===== src/rtl/sdm_pkg.sv =====
// Shared constants, tables and types of the spin drift motor mixer.
`timescale 1ns / 1ps
package sdm_pkg;

  // Fixed-point formats
  localparam int Q_ONE        = 16384;  // 1.0 in Q2.14
  localparam int AXIS_LIMIT   = 16711;  // 1.02 in Q2.14
  localparam int THR_DEAD     = 819;    // 0.05 in Q2.14
  localparam int AXIS_W       = 16;     // signed stick axis
  localparam int THR_W        = 15;     // throttle 0..16384
  localparam int MAG_W        = 15;     // stick magnitude
  localparam int LEVEL_W      = 17;     // low/high level 0..32768
  localparam int QUOT_W       = 16;     // scaler quotient bits
  localparam int AXIS_SHIFT   = 15;     // axis numerator scale 2^15
  localparam int THR_SHIFT    = 14;     // throttle numerator scale 2^14
  localparam int DRIVE_SHIFT  = 15;     // level units of 1/32768

  // Vector unit
  localparam int CORDIC_STEPS = 28;
  localparam int SQRT_STEPS   = 16;
  localparam int XY_W         = 32;
  localparam int ACC_W        = 32;
  localparam int SQ_W         = 31;

  localparam logic [ACC_W-1:0] ATAN_TURNS [CORDIC_STEPS] = '{
    32'h20000000, 32'h12E4051E, 32'h09FB385B, 32'h051111D4, 32'h028B0D43,
    32'h0145D7E1, 32'h00A2F61E, 32'h00517C55, 32'h0028BE53, 32'h00145F2F,
    32'h000A2F98, 32'h000517CC, 32'h00028BE6, 32'h000145F3, 32'h0000A2FA,
    32'h0000517D, 32'h000028BE, 32'h0000145F, 32'h00000A30, 32'h00000518,
    32'h0000028C, 32'h00000146, 32'h000000A3, 32'h00000051, 32'h00000029,
    32'h00000014, 32'h0000000A, 32'h00000005
  };

  // Configuration register map
  localparam int CFG_IDX_W = 3;
  typedef enum logic [CFG_IDX_W-1:0] {
    REG_LAT_MIN  = 3'd0,
    REG_LAT_MAX  = 3'd1,
    REG_FWD_MIN  = 3'd2,
    REG_FWD_MAX  = 3'd3,
    REG_THR_MIN  = 3'd4,
    REG_THR_MAX  = 3'd5,
    REG_SPIN_REV = 3'd6
  } cfg_reg_t;

  localparam int RST_LAT_MIN = 994;
  localparam int RST_LAT_MAX = 2014;
  localparam int RST_FWD_MIN = 990;
  localparam int RST_FWD_MAX = 2010;
  localparam int RST_THR_MIN = 1000;
  localparam int RST_THR_MAX = 2014;

  // Scaler status that travels with each quotient
  typedef struct packed {
    logic neg;
    logic zero;
    logic ovf;
  } div_flags_t;

endpackage


===== src/rtl/sdm_mix.sv =====
// Magnitude limits, low/high drive levels, quarter-turn swap and drive scaling.
`timescale 1ns / 1ps
module sdm_mix #(
  parameter int ANGLE_BITS = 16,
  parameter int DRIVE_BITS = 16
) (
  input  logic                       clk,
  input  logic                       rst_n,
  input  logic                       en,
  input  logic                       in_valid,
  input  logic [sdm_pkg::MAG_W-1:0]  in_mag,
  input  logic [sdm_pkg::THR_W-1:0]  in_thr,
  input  logic [ANGLE_BITS-1:0]      in_dir,
  input  logic [ANGLE_BITS-1:0]      in_rotor,
  input  logic                       in_reversed,
  output logic                       out_valid,
  output logic [DRIVE_BITS-1:0]      out_first,
  output logic [DRIVE_BITS-1:0]      out_second
);
  import sdm_pkg::*;

  localparam int PROD_W = LEVEL_W + DRIVE_BITS;
  localparam logic [DRIVE_BITS-1:0] FULL = '1;

  logic                  s1_v_r, s2_v_r, s3_v_r;
  logic [LEVEL_W-1:0]    s1_first_r, s1_second_r;
  logic [PROD_W-1:0]     s2_first_r, s2_second_r;
  logic [DRIVE_BITS-1:0] s3_first_r, s3_second_r;

  logic [LEVEL_W-1:0]    thr2;
  logic [LEVEL_W-1:0]    room;
  logic [LEVEL_W-1:0]    mag;
  logic [LEVEL_W-1:0]    low;
  logic [LEVEL_W-1:0]    high;
  logic [ANGLE_BITS-1:0] diff;
  logic                  rotor_near;
  logic                  swap;

  // Cap the magnitude and form the two levels
  always_comb begin
    thr2 = LEVEL_W'(in_thr) << 1;
    room = LEVEL_W'(2 * Q_ONE) - thr2;
    mag  = LEVEL_W'(in_mag);
    if (mag > LEVEL_W'(Q_ONE)) begin
      mag = LEVEL_W'(Q_ONE);
    end
    if (mag > thr2) begin
      mag = thr2;
    end
    if (mag > room) begin
      mag = room;
    end
    low        = thr2 - mag;
    high       = thr2 + mag;
    diff       = in_dir - in_rotor;
    rotor_near = (diff[ANGLE_BITS-1] == diff[ANGLE_BITS-2]);
    swap       = !(rotor_near ^ in_reversed);
  end

  always_ff @(posedge clk) begin
    if (!rst_n) begin
      s1_v_r <= 1'b0;
      s2_v_r <= 1'b0;
      s3_v_r <= 1'b0;
    end else if (en) begin
      s1_v_r <= in_valid;
      s2_v_r <= s1_v_r;
      s3_v_r <= s2_v_r;
    end
  end

  // Order the levels, scale to full drive, round
  always_ff @(posedge clk) begin
    if (en) begin
      s1_first_r  <= swap ? high : low;
      s1_second_r <= swap ? low : high;
      s2_first_r  <= PROD_W'(s1_first_r) * PROD_W'(FULL);
      s2_second_r <= PROD_W'(s1_second_r) * PROD_W'(FULL);
      s3_first_r  <= DRIVE_BITS'((s2_first_r + PROD_W'(Q_ONE)) >> DRIVE_SHIFT);
      s3_second_r <= DRIVE_BITS'((s2_second_r + PROD_W'(Q_ONE)) >> DRIVE_SHIFT);
    end
  end

  assign out_valid  = s3_v_r;
  assign out_first  = s3_first_r;
  assign out_second = s3_second_r;

endmodule


===== config.mk =====
export PLATFORM = sky130hd
export DESIGN_NAME = sdm_mix
export DESIGN_NICKNAME = d
export VERILOG_FILES = /design/src/rtl/sdm_pkg.sv /design/src/rtl/sdm_mix.sv
export SDC_FILE = /design/constraint.sdc
export NUM_CORES = 1
export LEC_CHECK = 0
export ABC_CLOCK_PERIOD_IN_PS = 20800
export BUFFER_PORTS_ARGS = -buffer_cell sky130_fd_sc_hd__buf_2
export CORE_MARGIN = 2
export CORE_UTILIZATION = 47
export DETAILED_ROUTE_END_ITERATION = 8
export SLEW_MARGIN = 20
export SYNTH_ARGS = -nofsm -noshare
export SYNTH_HDL_FRONTEND = slang
export SYNTH_SLANG_ARGS = --single-unit

===== constraint.sdc =====
create_clock -name clk -period 20.8 [get_ports clk]
set_input_delay 4.16 -clock clk [delete_from_list [all_inputs] [get_ports clk]]
set_output_delay 4.16 -clock clk [all_outputs]
set_load 0.1 [all_outputs]

Word-level counts from Yosys, hierarchy flattened. Cells that the tools add are included. W data, S select, Z words.

Add/sub/neg operators: 6. Multiply operators: 2. Order comparisons: 3. Equality and inequality tests: 1. Multiplexer cells: 5. Bitwise gates (word level): 1.

Operators with widths (number): $add A31 B15 Y31 const B (2); $mul A17 B16 Y31 const B (2); $mux W17 (3); $add A16 B17 Y17 (1); $gt A17 B17 Y1 (1); $sub A16 B16 Y17 const A (1); $sub A16 B17 Y17 (1); $gt A15 B16 Y1 (1); $mux W16 (1); $sub A16 B16 Y16 (1); $gt A15 B15 Y1 const B (1); $mux W15 (1); $eq A1 B1 Y1 (1); $xor A1 B1 Y1 (1).

Bits in registers: 131. Bits of input ports: 67. Output and inout port bits: 33. Logic and storage cells: 27.

Logic depth before layout (Yosys ltp).
Depth in word-level cells: 8. Mapped depth: 34. Depth with buffers taken out: 32.

Worst setup path after synthesis. OpenSTA, ideal clock, no wires.

Path kind: input -> register. Start point: input port in_mag[14] (netlist bit). End point: register s1_second_r[14], data pin. Setup time: 0.263 ns. Arrival time: 10.675 ns. Data required time: 20.537 ns. Slack: 9.862 ns. Cell stages on the path: 29. Path buffers: 3. Path through: clkbuf_1 > nor2b_1 > ha_1 > nand4_1 > or4b_2 > o31ai_1 > clkbuf_1 > nor2_1 > a21oi_1 > inv_1 > ha_1 > a21o_1 > a211oi_1 > o21ai_0 > o21a_1 > nand2_1 > clkbuf_1 > mux2_2 > ha_1 > o21ba_2 > o21ai_0 > a21oi_1 > o31ai_1 > a221oi_1 > o41ai_1 > a21oi_1 > o21bai_1 > xor2_1 > mux2i_1.

Word-level cells in the longest chain between the ends: 8. Elaborated cells between the ends (all ways): 9. Classes of those cells: add/sub: 2; order compare: 3; mux: 4.

Ends and longest elaborated chain: from (decl) (line sdm_mix.sv:11) `input logic [sdm_pkg::MAG_W-1:0] in_mag,`; $gt A15 B15 Y1 (line sdm_mix.sv:44) `if (mag > LEVEL_W'(Q_ONE)) begin`; $mux W15 * (line sdm_mix.sv:44); $gt A15 B16 Y1 (line sdm_mix.sv:47) `if (mag > thr2) begin`; $mux W16 * (line sdm_mix.sv:47); $gt A17 B17 Y1 (line sdm_mix.sv:50) `if (mag > room) begin`; $mux W17 * (line sdm_mix.sv:50); $sub A16 B17 Y17 or $add A16 B17 Y17 (tied branches) (line sdm_mix.sv:53, sdm_mix.sv:54); $mux W17 * (line sdm_mix.sv:76) `s1_second_r <= swap ? low : high;`; to (signal assigned) (line sdm_mix.sv:76); to (decl) (line sdm_mix.sv:26) `logic [LEVEL_W-1:0] s1_first_r, s1_second_r;`.

Mark *: on every way between the ends. The rest lies on a longest branch, timed or not. A chain may end at the register's enable or synchronous reset.

Final worst setup path.
Start point: input port in_mag[2] (netlist bit). End point: register s1_second_r[14], data pin.

Same word-level chain as after synthesis.

==> metrics.yaml <==
setup_path:
  cp_slowest_stage_delay_ns: 0.55
  reg2reg_from: "s1_first_r[11]"
  worst_path_max_delay_cell: "nand2_1"
  timing.critical_path.fanout_max: 26
  critical_path.startpoint_type: "primary input"
  critPathArrivalTime_ns: 11.77
  timing.rr.end: "s2_first_r[29]"
  worst_r2r_path_depth: 21
  ff2ff_setup_slack_ns: 14.03
  timing.setup.critical_path_class: "in -> reg"
  crit_required_ns: 20.89
  worst_setup_path_end_kind: "flip-flop"
clock_tree:
  number_of_gates_resized_after_cts: 0
  clock-sinks: 102
  tritoncts.num_buffers: 9
  clock_tree.htree_level_count: 3
  cts_tree: "done"
  clock_path_buffers: 2
  cts_root_buf: "clkbuf_16"
  cts.clk_slew.worst_paths_ns: 0.07
  cts_hold_repair.buffers: 0
  post_cts_setup_repair_buffer_count: 0
  clk-insertion-delay-late_ns: 0.38
drt:
  routed-via-count: 11200
  detail_route.first_pass.iterations: 5
  first_iter_violations: 569
  detail_route.wl_per_cell_um: 16.6
  post-route-drc-count: 0
  avgViaCountPerCell: 5.12
  antenna_left: 0
  routed_wirelength_um: 36200
synthesis:
  synthDominantCellAreaShare_pct: 31.6
  postSynthRegisterBits: 102
  asyncSetResetFlopFracSynth_pct: 0
  post_synth.cell_area_avg_um2: 10.5
  synthesis.yosys.warnings: 0
  seq_area_frac_synth_pct: 17.9
  synth_area_leaders: "fa_1 32%, ha_1 18%, edfxtp_1 18%, inv_1 9.0%, xnor2_1 4.3%"
  post_synthesis_cell_type_with_the_largest_combined_area: "fa_1"
  post_synth_inst_count: 1618
  synth_area_mm2: 0.0170
  synth.net_count: 2195
  synth_ff_type: "edfxtp_1"
  synth_edf_count: 99
  synth.distinct_cells: 69
placed_design:
  place.port_buffers: 99
  place_hpwl_um: 32400
  placement.cell_area_mm2: 0.0180
  routabilityCongestion: 0.917
min_path:
  min_to: "s2_v_r"
  min-delay-path-class: "reg -> reg"
  hold_depth: 2
  worst_hold_path_startpoint: "s2_v_r"
timing:
  smallest_hold_slack_ns: 0.519
  max_clock_freq_ghz: 0.0856
  worst-slew-pin-transition_ns: 0.937
  fin_worst_skew_ns: 0.0112
  timing.final.hold_violations: 0
  grt_setup_unrepaired: "false"
  finalCritPeriodShare_pct: 56.2
  finalCriticalPeriod_ns: 11.68
  report.final.setup_viol: 0
  slew_viol_final: 0
  max-slew-margin-rel_pct: 37.5
  setup_tns_after_final_layout_ns: 0
floorplan:
  dieArea_mm2: 0.0376
  io_pins: 100
  fp.dieW_um: 194
  placeable_area_mm2: 0.0356
  die_height_um: 194
  initial_core_util_pct: 47.7
  core.rowCount: 69
global_route:
  grt_first_pass_wirelength_um: 60800
  gr-total-overflow: 0
  largest_net_degree_at_the_start_of_global_routing: 62
  globalRouteTotalUtil_pct: 20.5
  number_of_global_route_vias_before_repair: 11700
  initial_antenna_violation_count: 0
layout:
  post_route_cells_drive_above_1_share_pct: 8.49
  nets: 2292
  fillCellCount: 3242
  layout.cells.most_common: "inv_1"
  stdcell_area_mm2: 0.0183
  growth_of_design_area_from_synthesis_to_finish_pct: 7.60
  layout_common_cells: "408 x inv_1, 268 x fa_1, 242 x ha_1, 99 x edfxtp_1, 98 x buf_2"
  antenna_cells: 0
run_status:
  status: "completed"
flow_run:
  maxCapViolCount: 0
==> critical path, delay by kind of cell <==
family                   cells  cell delay [ns]
AO/OA/AOI/OAI               17             3.74
XOR/XNOR                     1             0.21
adder cells (fa/ha/maj)      3             0.92
buffers and inverters        3             0.48
multiplexers                 2             0.55
AND/OR/NAND/NOR              6             1.65
==> synth_stat cells (5+ instances only) <==
master,n
nand3_1,31
fa_1,268
o21ai_0,28
a21oi_1,50
ha_1,242
o21a_1,15
o31ai_1,6
a211oi_1,6
a31oi_1,5
xnor2_1,83
inv_1,408
nand3b_1,7
a21o_1,34
mux2_2,11
nor2_1,56
nor4_1,6
nand2_1,44
and3_1,12
nor3_1,24
nand4_1,17
and4_1,5
nand2b_1,8
mux2i_1,29
edfxtp_1,99
nor2b_1,22
xor2_1,23
clkbuf_1,11
or3_1,5
==> per-stage QoR <==
stage / util (%) / worst slack (ns) / instances
finish: 51.3 / 9.12 / 2181
global route: 51.3 / 8.46 / 2181
CTS: 51.3 / 9.16 / 2181
detailed placement: 50.6 / 8.76 / 2165
global placement: 50.6 / 9.10 / 2165
floorplan: - / 9.86 / 1618
==> layer usage <==
layer / part of all wire (%) / routed length [um] / global-route usage [%] / vias to the layer above
li1: - / - / - / 5427
met5: 0 / 0 / 0 / -
met2: 43 / 15700 / 30.9 / 267
met1: 50 / 18000 / 30.9 / 5462
met4: 1.2 / 438 / 4.43 / 0
met3: 5.5 / 2000 / 3.72 / 18
==> worst max path at each step <==
| stage | from | to | slack (ns) | depth (start not counted) |
|---|---|---|---|---|
| 6_report | in_mag[2] | s1_second_r[14] | 9.12 | 32 |
| 5_1_grt | in_mag[2] | s1_second_r[14] | 8.46 | 32 |
| 4_1_cts | in_mag[2] | s1_second_r[14] | 9.16 | 32 |
| 3_5_place_dp | in_mag[2] | s1_second_r[14] | 8.76 | 32 |
| 3_3_place_gp | in_mag[2] | s1_second_r[14] | 9.10 | 32 |
| 2_1_floorplan | in_mag[14] | s1_second_r[14] | 9.86 | 29 |
==> state kept, by name (all words and copies together), names as in the netlist <==
register     cells
s2_first_r      17
s1_second_r     16
s1_first_r      17
out_first       16
out_valid        1
out_second      16
s1_v_r           1
s2_second_r     17
s2_v_r           1
==> cell families after synthesis <==
logic type                 count (synthesis)  share of synthesized area [%]
muxes                                     42                           2.62
adders and majority gates                510                           49.5
AOI/OAI and AO/OA                        183                           7.46
DFF                                      102                           17.9
buffers and inverters                    423                           9.46
and+or+nand+nor                          251                           7.63
xor gates and xnor gates                 106                           5.47
other                                      1                         0.0221
==> layout make-up <==
cell class                      count  area, um^2  share of cell area [%]
Multi-Input combinational cell   1093       12300                    67.6
Timing Repair Buffer              101         513                    2.81
Sequential cell                   102        3030                    16.6
Inverter                          408        1530                    8.39
Tap cell                          461         577                    3.16
Clock inverter                      5        36.3                   0.199
Clock buffer                       11         233                    1.27
Power is not shown: default switching activity piles up to over one toggle a cycle in this logic, so the estimate is an artifact.
