===== src/rtl/sdm_pkg.sv =====
// Shared constants, tables and types of the spin drift motor mixer.
`timescale 1ns / 1ps
package sdm_pkg;

  // Fixed-point formats
  localparam int Q_ONE        = 16384;  // 1.0 in Q2.14
  localparam int AXIS_LIMIT   = 16711;  // 1.02 in Q2.14
  localparam int THR_DEAD     = 819;    // 0.05 in Q2.14
  localparam int AXIS_W       = 16;     // signed stick axis
  localparam int THR_W        = 15;     // throttle 0..16384
  localparam int MAG_W        = 15;     // stick magnitude
  localparam int LEVEL_W      = 17;     // low/high level 0..32768
  localparam int QUOT_W       = 16;     // scaler quotient bits
  localparam int AXIS_SHIFT   = 15;     // axis numerator scale 2^15
  localparam int THR_SHIFT    = 14;     // throttle numerator scale 2^14
  localparam int DRIVE_SHIFT  = 15;     // level units of 1/32768

  // Vector unit
  localparam int CORDIC_STEPS = 28;
  localparam int SQRT_STEPS   = 16;
  localparam int XY_W         = 32;
  localparam int ACC_W        = 32;
  localparam int SQ_W         = 31;

  localparam logic [ACC_W-1:0] ATAN_TURNS [CORDIC_STEPS] = '{
    32'h20000000, 32'h12E4051E, 32'h09FB385B, 32'h051111D4, 32'h028B0D43,
    32'h0145D7E1, 32'h00A2F61E, 32'h00517C55, 32'h0028BE53, 32'h00145F2F,
    32'h000A2F98, 32'h000517CC, 32'h00028BE6, 32'h000145F3, 32'h0000A2FA,
    32'h0000517D, 32'h000028BE, 32'h0000145F, 32'h00000A30, 32'h00000518,
    32'h0000028C, 32'h00000146, 32'h000000A3, 32'h00000051, 32'h00000029,
    32'h00000014, 32'h0000000A, 32'h00000005
  };

  // Configuration register map
  localparam int CFG_IDX_W = 3;
  typedef enum logic [CFG_IDX_W-1:0] {
    REG_LAT_MIN  = 3'd0,
    REG_LAT_MAX  = 3'd1,
    REG_FWD_MIN  = 3'd2,
    REG_FWD_MAX  = 3'd3,
    REG_THR_MIN  = 3'd4,
    REG_THR_MAX  = 3'd5,
    REG_SPIN_REV = 3'd6
  } cfg_reg_t;

  localparam int RST_LAT_MIN = 994;
  localparam int RST_LAT_MAX = 2014;
  localparam int RST_FWD_MIN = 990;
  localparam int RST_FWD_MAX = 2010;
  localparam int RST_THR_MIN = 1000;
  localparam int RST_THR_MAX = 2014;

  // Scaler status that travels with each quotient
  typedef struct packed {
    logic neg;
    logic zero;
    logic ovf;
  } div_flags_t;

endpackage


===== src/rtl/sdm_div.sv =====
// Pipelined restoring divider, one quotient bit per stage, for the pulse scalers.
`timescale 1ns / 1ps
module sdm_div #(
  parameter int PULSE_BITS = 12,
  parameter int SHIFT      = 15,
  parameter int SIDE_W     = 1
) (
  input  logic                     clk,
  input  logic                     rst_n,
  input  logic                     en,
  input  logic                     in_valid,
  input  logic [PULSE_BITS-1:0]    in_num,
  input  logic [PULSE_BITS-1:0]    in_den,
  input  logic                     in_neg,
  input  logic                     in_zero,
  input  logic [SIDE_W-1:0]        in_side,
  output logic                     out_valid,
  output logic [sdm_pkg::QUOT_W-1:0] out_quot,
  output sdm_pkg::div_flags_t      out_flags,
  output logic [SIDE_W-1:0]        out_side
);
  import sdm_pkg::*;

  localparam int NW = PULSE_BITS + SHIFT;
  localparam int CW = PULSE_BITS + QUOT_W + 1;

  logic                  v_r    [QUOT_W];
  logic [NW-1:0]         rem_r  [QUOT_W];
  logic [QUOT_W-1:0]     q_r    [QUOT_W];
  logic [PULSE_BITS-1:0] d_r    [QUOT_W];
  div_flags_t            f_r    [QUOT_W];
  logic [SIDE_W-1:0]     side_r [QUOT_W];

  logic [CW-1:0] num_ext;
  logic [CW-1:0] den_ext;
  logic          ovf0;

  // Flag a quotient that does not fit in QUOT_W bits
  assign num_ext = CW'({in_num, {SHIFT{1'b0}}});
  assign den_ext = CW'({in_den, {QUOT_W{1'b0}}});
  assign ovf0    = (num_ext >= den_ext);

  for (genvar s = 0; s < QUOT_W; s++) begin : g_stage
    localparam int K = QUOT_W - 1 - s;

    logic                  v_i;
    logic [NW-1:0]         rem_i;
    logic [QUOT_W-1:0]     q_i;
    logic [PULSE_BITS-1:0] d_i;
    div_flags_t            f_i;
    logic [SIDE_W-1:0]     side_i;
    logic [CW-1:0]         trial;
    logic [CW-1:0]         rem_x;
    logic                  ge;
    logic [QUOT_W-1:0]     q_nxt;
    logic [NW-1:0]         rem_nxt;

    if (s == 0) begin : g_first
      assign v_i    = in_valid;
      assign rem_i  = {in_num, {SHIFT{1'b0}}};
      assign q_i    = '0;
      assign d_i    = in_den;
      assign f_i    = '{neg: in_neg, zero: in_zero, ovf: ovf0};
      assign side_i = in_side;
    end else begin : g_next
      assign v_i    = v_r[s-1];
      assign rem_i  = rem_r[s-1];
      assign q_i    = q_r[s-1];
      assign d_i    = d_r[s-1];
      assign f_i    = f_r[s-1];
      assign side_i = side_r[s-1];
    end

    // Try to subtract the shifted divisor
    assign trial = CW'(d_i) << K;
    assign rem_x = CW'(rem_i);
    assign ge    = (rem_x >= trial);

    always_comb begin
      q_nxt    = q_i;
      q_nxt[K] = ge;
      rem_nxt  = ge ? NW'(rem_x - trial) : rem_i;
    end

    // Advance the valid bit
    always_ff @(posedge clk) begin
      if (!rst_n) begin
        v_r[s] <= 1'b0;
      end else if (en) begin
        v_r[s] <= v_i;
      end
    end

    // Advance the payload
    always_ff @(posedge clk) begin
      if (en) begin
        rem_r[s]  <= rem_nxt;
        q_r[s]    <= q_nxt;
        d_r[s]    <= d_i;
        f_r[s]    <= f_i;
        side_r[s] <= side_i;
      end
    end
  end

  assign out_valid = v_r[QUOT_W-1];
  assign out_quot  = q_r[QUOT_W-1];
  assign out_flags = f_r[QUOT_W-1];
  assign out_side  = side_r[QUOT_W-1];

endmodule


===== config.mk =====
export PLATFORM = sky130hd
export DESIGN_NAME = sdm_div
export DESIGN_NICKNAME = d
export VERILOG_FILES = /design/src/rtl/sdm_pkg.sv /design/src/rtl/sdm_div.sv
export SDC_FILE = /design/constraint.sdc
export NUM_CORES = 1
export LEC_CHECK = 0
export BUFFER_PORTS_ARGS = -buffer_cell sky130_fd_sc_hd__buf_2
export CAP_MARGIN = 20
export CORE_MARGIN = 4
export CORE_UTILIZATION = 45
export CTS_CLUSTER_DIAMETER = 50
export DETAILED_ROUTE_END_ITERATION = 8
export PLACE_DENSITY_LB_ADDON = 0.25
export RECOVER_POWER = 25
export SLEW_MARGIN = 15
export SYNTH_ARGS = -nofsm -noshare
export SYNTH_HDL_FRONTEND = slang
export SYNTH_SLANG_ARGS = --single-unit
export TNS_END_PERCENT = 100

===== constraint.sdc =====
create_clock -name clk -period 4.1 [get_ports clk]
set_input_delay 0.205 -clock clk [delete_from_list [all_inputs] [get_ports clk]]
set_output_delay 0.205 -clock clk [all_outputs]
set_load 0.05 [all_outputs]

* Word-level counts from Yosys, hierarchy flattened *
Memory sizes are Yosys's and may differ from the RTL's.
Index checks and enable logic that the tools add are counted.

word-level totals
  RAM bits = 960
  logic and storage cells = 92
  flip-flop bits (word level) = 0
  bits of input ports = 31
  memories = 6
  output and inout bits = 21

cells by class
  add/sub/neg operators = 16
  magnitude comparators = 17
  bitwise operators = 16
  multiplexer cells = 37

memory list
  name    depth  width  read ports  clocked after Yosys merged registers in  write ports  RTL line       source
  rem_r   16     27     15          0                                        16           sdm_div.sv:28  logic [NW-1:0] rem_r [QUOT_W];
  q_r     16     16     16          0                                        16           sdm_div.sv:29  logic [QUOT_W-1:0] q_r [QUOT_W];
  d_r     16     12     15          0                                        16           sdm_div.sv:30  logic [PULSE_BITS-1:0] d_r [QUOT_W];
  f_r     16     3      16          0                                        16           sdm_div.sv:31  div_flags_t f_r [QUOT_W];
  side_r  16     1      16          0                                        16           sdm_div.sv:32  logic [SIDE_W-1:0] side_r [QUOT_W];
  v_r     16     1      16          0                                        16           sdm_div.sv:27  logic v_r [QUOT_W];

operators with widths
  kind                                          number
  2-to-1 mux 27 bit                             16
  greater-or-equal comparator 27 x 28 -> 1 bit  1
  greater-or-equal comparator 27 x 12 -> 1 bit  1
  greater-or-equal comparator 27 x 13 -> 1 bit  1
  greater-or-equal comparator 27 x 14 -> 1 bit  1
  greater-or-equal comparator 27 x 15 -> 1 bit  1
  greater-or-equal comparator 27 x 16 -> 1 bit  1
  greater-or-equal comparator 27 x 17 -> 1 bit  1
  greater-or-equal comparator 27 x 18 -> 1 bit  1
  greater-or-equal comparator 27 x 19 -> 1 bit  1
  greater-or-equal comparator 27 x 20 -> 1 bit  1
  greater-or-equal comparator 27 x 21 -> 1 bit  1
  greater-or-equal comparator 27 x 22 -> 1 bit  1
  greater-or-equal comparator 27 x 23 -> 1 bit  1
  greater-or-equal comparator 27 x 24 -> 1 bit  1
  greater-or-equal comparator 27 x 25 -> 1 bit  1
  greater-or-equal comparator 27 x 26 -> 1 bit  1
  greater-or-equal comparator 27 bit            1
  subtractor 27 x 12 -> 27 bit                  1
  subtractor 27 x 13 -> 27 bit                  1
  subtractor 27 x 14 -> 27 bit                  1
  subtractor 27 x 15 -> 27 bit                  1
  subtractor 27 x 16 -> 27 bit                  1
  subtractor 27 x 17 -> 27 bit                  1
  12 further kinds                              47

* Depth between registers and ports, before layout *
  depth after elaboration = 4
  depth in mapped cells = 13
  gate-level depth less buffers = 11

* Worst setup path after synthesis *
No wires, ideal clock.

  path kind = register -> register
  start = mem rem_r[1][20] (netlist name)
  end = mem rem_r[2][17] (netlist name) (data pin)
  stages on the path, launching flop included = 10
  buffers on the path = 1
  setup time = 0.260 ns
  data required time = 3.840 ns
  setup slack = 1.304 ns
  data arrival time = 2.536 ns
  clock period less this slack = 2.796 ns
  cells stage by stage = edfxtp_1 -> ha_1 -> a21o_1 -> a21o_1 -> a21oi_1 -> o21ai_0 -> a211oi_1 -> nand3_1 -> buf_1 -> mux2_2

RTL lines
  what             RTL line
  start, declared  sdm_div.sv:28

==> flow_summary.ini <==
[outcome]
outcome = finished, violations left
violations = max-capacitance violations, max-slew violations

[place]
dp_cells = 3730
gp_congestion = 0.902
placed_area_um2 = 35500
port_buffers = 51
place_hpwl_mm = 46.5
dp_slack_ps = 731

[setup_path]
endpoint_kind = flip-flop
critPathBufInv = 0
cpPeakStageDelay_ps = 630
critical_path.max_fanout = 12
r2r_start = rem_r[1][20]
r2r_slack_ps = 650
r2r_end = rem_r[2][17]
cp_common_cell = a21o_1
worstPathArrival_ps = 3820
ff2ff_path_depth = 8
crit_cells = 8
crit_end = rem_r[2][17]
start_kind = flip-flop
critPathTopFamily = compound AO/OA/AOI/OAI gates
crit_chain = ha_1 > a21o_1 > a21o_1 > a21oi_1 > o21ai_0 > a211oi_1 > nand3_1 > mux2_2
required_ps = 4470
crit_start = rem_r[1][20]
crit_type = flip-flop to flip-flop
critPathSlowestCell = nand3_1

[floorplanning]
die_height_um = 283
die_area_um2 = 80000
die_x_um = 283
core_area_um2 = 74700
num_rows = 100
start_util_pct = 45.5
ioPinCount = 52

[synth]
synthTopCellsByArea = edfxtp_1 60%, ha_1 7.4%, xnor2_1 3.0%
synth_mux_area_share_pct = 2.00
synth.cell_area_um2 = 34000
synth_top_area_share_pct = 60.0
yosysSeqAreaShare_pct = 60.1
synthesis.nets = 2982
syn_inst = 2734
synth_top_flop_cell = edfxtp_1
synthArstFlopShare_pct = 0
synth_edf_count = 680
ys.warnings.count = 0
yosys.area.top_type = edfxtp_1
synth_compound_area_share_pct = 10.1
avgSynthCellArea_um2 = 12.4
synth-seq-cells = 681
synth-xor-area-share_pct = 5.51
synth.distinct_cells = 77
yosys.area_share.adder_pct = 8.31
synth_top_family_by_area = simple AND/OR/NAND/NOR gates
synth_common_cells = 680 x edfxtp_1, 247 x inv_1, 202 x ha_1, 193 x nor2_1, 189 x a21oi_1
yosys.area_share.simple_pct = 10.6
synth_most_common_cell = edfxtp_1

[clocking]
cts_setup_buffers = 0
cts_hold_buf = 29
htree_levels = 3
numCtsBuffers = 84
ctsResizeCount = 0
clock_sinks = 681
cts_tree = yes
cts-root-buf = clkbuf_16
clockBufferDepth = 3
clk_pin_slew_worst_paths_ps = 60
clock_latency_ps = 640

[cells_and_area]
fin_area_um2 = 38700
num_antenna_cells = 0
nFillCells = 6227
finalNonFillerCells = 3915
layout-drive-gt1-share_pct = 9.44
area_growth_pct = 13.7
utilization_pct = 51.8
final_nets = 3124

[timing]
finalCritPeriodShare_pct = 84.0
setup_slack_ps = 655
rsz0062_at_grt = false
drv_slew = 80
relSlewSlack_pct = -71.9
max_freq_mhz = 290
fin_crit_ps = 3450
fin_skew_ps = 48.3
tns_ps = 0
hold_ws_ps = 292
worst_pin_slew_ps = 2580
hold_viol = 0
setup_viol = 0

[drt]
dr.pass1.iters = 6
num_vias = 21131
drt_iter0_markers = 1344
drc = 0
ant_nets = 0
wl_per_cell_um = 16.7
viasPerCell = 5.40
routed_wl_mm = 65.4

[power_and_ir_drop]
p_comb_share_pct = 27.6
pwr_density_cell_nw_per_um2 = 632
sw_frac_of_total_pct = 31.3
clockPowerShare_pct = 30.1
power_switching_mw = 7.66
ir_drop_mv = 0.347
seqPwrFrac_pct = 42.2
p_total_mw = 24.4
p_int_mw = 16.8
leakagePower_nw = 14.8

[grt]
grt_max_degree = 129
gr-total-overflow = 0
grt_pass1_vias = 21206
grt_pass1_wl_mm = 107
antenna_found_initial = 0
track_usage_pct = 16.1

[worst_hold_path]
hp-class = input port to flip-flop

[flow_run]
cap_viol_max_count = 1
worst reg2reg max path, stage by stage, from the launching register on:
cell	delay, ps
edfxtp_1	390
ha_1	390
a21o_1	210
a21o_1	180
a21oi_1	230
o21ai_0	130
a211oi_1	550
nand3_1	630
mux2_2	480
routing by layer:
metal	GRT usage [%]	vias to the layer above	routed length (um)
met2	28.1	437	32700
li1	-	10388	-
met1	20.2	10174	28300
met4	5.62	0	1660
met5	0	-	0
met3	2.65	132	2760
layout by cell type, fill, tap and decap left out, drive strengths merged, types with 29 or more instances in the layout:
master | netlist | final
edfxtp | 680 | 680
inv | 249 | 264
ha | 202 | 202
nor2 | 193 | 193
a21oi | 189 | 189
nand2 | 152 | 152
o21ai | 122 | 122
clkbuf | 30 | 119
xnor2 | 116 | 116
xor2 | 98 | 98
nor3 | 61 | 61
buf | 14 | 58
mux2 | 55 | 55
a21o | 49 | 49
o21a | 39 | 39
nand2b | 36 | 36
nor2b | 35 | 35
nor4 | 34 | 34
nand3 | 32 | 32
nand4 | 32 | 32
and3 | 29 | 29
dlygate4sd3 | 0 | 29
registers in the layout, summed over array words and instances, names as in the netlist:
| signal | flops |
|---|---|
| d_r | 180 |
| f_r | 48 |
| q_r | 136 |
| rem_r | 285 |
| side_r | 16 |
| v_r | 16 |
power by group through the flow:
stage               Sequential (mW)  Clock, mW  Combinational (mW)
finish                         10.3       7.37                6.76
global route                   10.4       7.94                7.55
CTS                            10.3       7.60                6.72
detailed placement             10.4          0                6.65
global placement               10.4          0                6.42
floorplan                      10.1          0                5.18
worst min path at each step:
stage	to	slack (ps)	startpoint	cells past startpoint
floorplan	d_r[0][0]	300	in_den[0]	0
global placement	f_r[0][2]	380	in_neg	1
detailed placement	side_r[0]	380	in_side	1
CTS	side_r[0]	120	en	1
global route	side_r[0]	260	in_side	2
finish	side_r[0]	290	in_side	2
logic make-up (layout without fill, tap and decap cells):
kind of cell	Yosys count	after routing
AND/OR/NAND/NOR	715	715
buffers and inverters	293	505
flip-flops	681	681
multiplexers	61	61
adder cells (fa/ha/maj)	217	217
AO/OA/AOI/OAI	553	553
XOR/XNOR	214	214
area by class of cell:
class                           count  area [um^2]  area share, %
Sequential cell                   681        20400           52.9
Multi-Input combinational cell   1760        12500           32.2
Clock buffer                      106         2210           5.73
Tap cell                          969         1210           3.14
Inverter                          249          935           2.42
Timing Repair Buffer              100          744           1.93
Clock inverter                     50          653           1.69
Power figures use the tool's default switching activity.
